<file path="src/hw/rtl/stt_ram.sv">
// Generic single-write, single-read RAM with registered read data.
module stt_ram #(
  parameter int WIDTH = 8,
  parameter int DEPTH = 32
) (
  input  logic                                   clk_i,
  input  logic                                   we_i,
  input  logic [((DEPTH > 1) ? $clog2(DEPTH) : 1)-1:0] waddr_i,
  input  logic [WIDTH-1:0]                       wdata_i,
  input  logic                                   re_i,
  input  logic [((DEPTH > 1) ? $clog2(DEPTH) : 1)-1:0] raddr_i,
  output logic [WIDTH-1:0]                       rdata_o
);

  logic [WIDTH-1:0] mem_q [DEPTH];
  logic [WIDTH-1:0] rdata_q;

  // Write port and registered read port
  always_ff @(posedge clk_i) begin
    if (we_i) begin
      mem_q[waddr_i] <= wdata_i;
    end
    if (re_i) begin
      rdata_q <= mem_q[raddr_i];
    end
  end

  assign rdata_o = rdata_q;

endmodule

</file>
<file path="config.mk">
export PLATFORM = sky130hd
export DESIGN_NAME = stt_ram
export DESIGN_NICKNAME = d
export VERILOG_FILES = /design/src/hw/rtl/stt_ram.sv
export SDC_FILE = /design/constraint.sdc
export NUM_CORES = 1
export LEC_CHECK = 0
export BUFFER_PORTS_ARGS = -buffer_cell sky130_fd_sc_hd__clkbuf_2
export CORE_MARGIN = 2
export CORE_UTILIZATION = 62
export CTS_BUF_LIST = sky130_fd_sc_hd__clkbuf_8
export DETAILED_ROUTE_END_ITERATION = 6
export HOLD_SLACK_MARGIN = 0.03
export PLACE_DENSITY = 0.88
export SLEW_MARGIN = 20
export SYNTH_ARGS = -nofsm -noshare
export SYNTH_HDL_FRONTEND = slang
export SYNTH_SLANG_ARGS = --single-unit
</file>
<file path="constraint.sdc">
create_clock -name clk_i -period 5.3 [get_ports clk_i]
set_input_delay 0.795 -clock clk_i [delete_from_list [all_inputs] [get_ports clk_i]]
set_output_delay 0.795 -clock clk_i [all_outputs]
set_load 0.05 [all_outputs]
</file>
== Word level (Yosys, flattened, before mapping) ==
Memory sizes are Yosys's and may differ from the RTL's. A register that Yosys moved wholly into a read port is not among the register bits.
Index checks and enable logic that the tools add are counted.
Storage, ports and cells
  register bits after elaboration: 0
  memory bits (writable): 256
  input port bits: 21
  output and inout bits: 8
  word-level logic and storage cells: 3
  memories: 1
Memory list
  mem_q: words 32, width 8, rd ports 1, clocked after Yosys merged registers in 1, wr ports 1, RTL line 15  | logic [WIDTH-1:0] mem_q [DEPTH];
Cells by class
  mux-type cells: 2
Operator list (count)
  $mux W1: 2

== Longest topological paths before layout ==
  depth after elaboration: 2
  mapped depth: 5
  mapped depth without buffers: 3

== Least setup slack after synthesis ==
OpenSTA, ideal clock, no wires.
  path type: in2reg
  start point: input port raddr_i[2] (netlist bit)
  end point: register rdata_q[0] (netlist: rdata_o[0]), read port of mem_q, data pin
  arrival time: 2.477 ns
  required time: 5.040 ns
  path slack: 2.563 ns
  stages: 5
  buffers on the path: 2
  cells stage by stage: clkbuf_1 > clkbuf_1 > mux4_2 > mux4_2 > mux2_2
RTL lines
  start: declaration: RTL line 11  | input logic [((DEPTH > 1) ? $clog2(DEPTH) : 1)-1:0] raddr_i,
  end: declaration: RTL line 16  | logic [WIDTH-1:0] rdata_q;

==> results.cfg <==
[finish]
area_growth_pct = 10.3
fin_cells = 710
drive_gt1_share_pct = 34.4
diodes = 0
fin_nets = 491
fill_cells = 853

[floorplan]
die_x_um = 132
rows = 46
dieArea_mm2 = 0.0174
die_y_um = 132
core-area_mm2 = 0.0159
start_util_pct = 63.6
io_pins = 29

[sta]
setup_tns_ns = 0
clock_skew_ns = 0.0170
rsz0062_at_grt = no
fmax_mhz = 338
fin_crit_sh_pct = 55.8
setup_viol_count_final = 0
finalCriticalPeriod_ns = 2.96
slew_violations = 0
tightest_slew_ns = 0.908
max_slew_margin_pct = 39.2
finalHoldViolCount = 0

[logic_synthesis]
synth_warnings = 0
synth_seq_cells = 264
post_synth_num_cell_types = 14
synth_cells = 417
synth_area_mm2 = 0.0101
syn_nets = 438
yosys-top-cells-area = edfxtp_1, mux4_2, nor2_1, mux2_2, buf_4
seq_area_frac_synth_pct = 78.2
synth_top_area_cell = edfxtp_1
synth.avg_cell_area_um2 = 24.3
synth_top_area_share_pct = 78.2

[clock_tree]
clk-insertion-delay-late_ns = 0.54
cts.sinks = 264
clk_pin_slew_ns = 0.06
cts_resized = 0
holdBufCountCts = 0
htreeDepth = 2
postCtsSetupBuffers = 0
clock_path_buffers = 3
tritoncts = done
cts_made_buffers = 40
root_buffer = clkbuf_8

[pwr]
sw_frac_of_total_pct = 21.4
p_comb_share_pct = 5.5
seqPwrFrac_pct = 56.9
power.density_mw_per_mm2 = 368
p_clk_share_pct = 37.5
p_int_mw = 3.23
p_sw_uw = 878
ir_worst_vdd_mv = 0.192
leakage_nw = 3.51

[placement]
dp_hpwl_um = 12700
place_inst = 644
place.gp.congestion = 0.772
port-buffer-count = 28

[detailed_routing]
drt_iter0_markers = 690
vias = 4680
wire_per_inst_um = 28.3
drc_errors = 0
drt-total-wl_um = 20100
first_pass_iters = 5
avgViaCountPerCell = 6.59
drtAntennaViolNets = 0

[global_routing]
gr-total-overflow = 0
grt_max_degree = 43
grt_pass1_wl_um = 30300
grt_pass1_vias = 4715
grt_use_total_pct = 24.1
antenna_found_initial = 0

[hold_path]
min_path_type = in2reg
hold_depth = 1

[worst_setup_path]
critPathRequiredTime_ns = 5.58
cp_max_fo = 42
critical_path_class = in2reg
critPathCaptureType = flip-flop
cp-start-kind = input port
crit_arrival_ns = 3.23
reg2reg_depth = 3

[flow_run]
max_cap_violations = 0

[status]
status = complete, no violations
## final timing paths
path | start | end | slack [ns]
setup reg to reg | mem_q[23][2]$_DFFE_PP_ | rdata_o[2]$_DFFE_PP_ | 3.32
setup / recovery | raddr_i[2] | rdata_o[5]$_DFFE_PP_ | 2.34
hold / removal | re_i | rdata_o[5]$_DFFE_PP_ | 0.68
hold reg to reg | mem_q[13][6]$_DFFE_PP_ | rdata_o[6]$_DFFE_PP_ | 0.99
## kinds of logic after synthesis
logic type	after synthesis	share of synthesized area, %
AND/OR/NAND/NOR	45	2.05
flip-flops	264	78.2
multiplexers	88	18.7
buffers and inverters	20	1.05
## area by class of cell
type / count / area [um2] / share of cell area, %
clock buffers: 41 / 564 / 5.05
multi-input cells: 133 / 2100 / 18.8
clock inverters: 25 / 155 / 1.39
well taps: 216 / 270 / 2.42
repair buffers: 31 / 165 / 1.48
flip-flops and latches: 264 / 7930 / 70.9
## registers in the layout, indices dropped and copies added (netlist names)
register  flops
mem_q       256
rdata_o       8
## metal layers
layer  share of wire, %  vias up  track usage [%]  wire (um)
li1                   -     1889                -          -
met1                 40     2429             37.1       7950
met2                 48      324             36.8       9730
met3                 10       38             4.38       2030
met4                2.0        0             6.82        405
met5                  0        -                0          0
## cell usage after synthesis
| master | instances |
|---|---|
| nor2_1 | 33 |
| nand2_1 | 1 |
| nand3b_1 | 5 |
| buf_2 | 1 |
| edfxtp_1 | 264 |
| or3_1 | 1 |
| or3b_2 | 3 |
| buf_4 | 6 |
| mux4_2 | 80 |
| nand3_1 | 2 |
| buf_1 | 6 |
| buf_6 | 1 |
| mux2_2 | 8 |
| clkbuf_1 | 6 |
## power by group through the flow
stage	logic (mW)	registers, mW	clock network [mW]
2_1_floorplan	0.124	2.40	0
3_3_place_gp	0.220	2.38	0
3_5_place_dp	0.229	2.38	0
4_1_cts	0.230	2.34	1.56
5_1_grt	0.241	2.34	1.64
6_report	0.228	2.34	1.54
## metrics by stage
step / power [mW] / utilization, % / setup WS [ns] / cell area (um2) / hold WS (ns)
after CTS: 4.13 / 70.1 / 2.35 / 11200 / 0.658
after floorplan: 2.53 / - / 2.56 / 10100 / 0.894
final: 4.11 / 70.1 / 2.34 / 11200 / 0.682
after detailed placement: 2.61 / 65.6 / 1.79 / 10500 / 0.974
after global placement: 2.60 / 65.6 / 1.82 / 10500 / 0.957
after global routing: 4.23 / 70.1 / 2.26 / 11200 / 0.677
## critical path, cell delays in order
cell	delay, ns
clkbuf_2	0.51
buf_4	0.62
mux4_2	0.44
mux4_2	0.55
mux2_2	0.29
## cells in the final DEF, fill, tap and decap left out, drive strengths merged
cell type,n
inv,10
or3b,3
nand3b,5
mux2,8
or3,1
nand3,2
nand2,1
mux4,80
clkbuf,68
buf,4
bufinv,2
edfxtp,264
clkinvlp,1
nor2,33
clkinv,12
(Power assumes the default switching activity.)
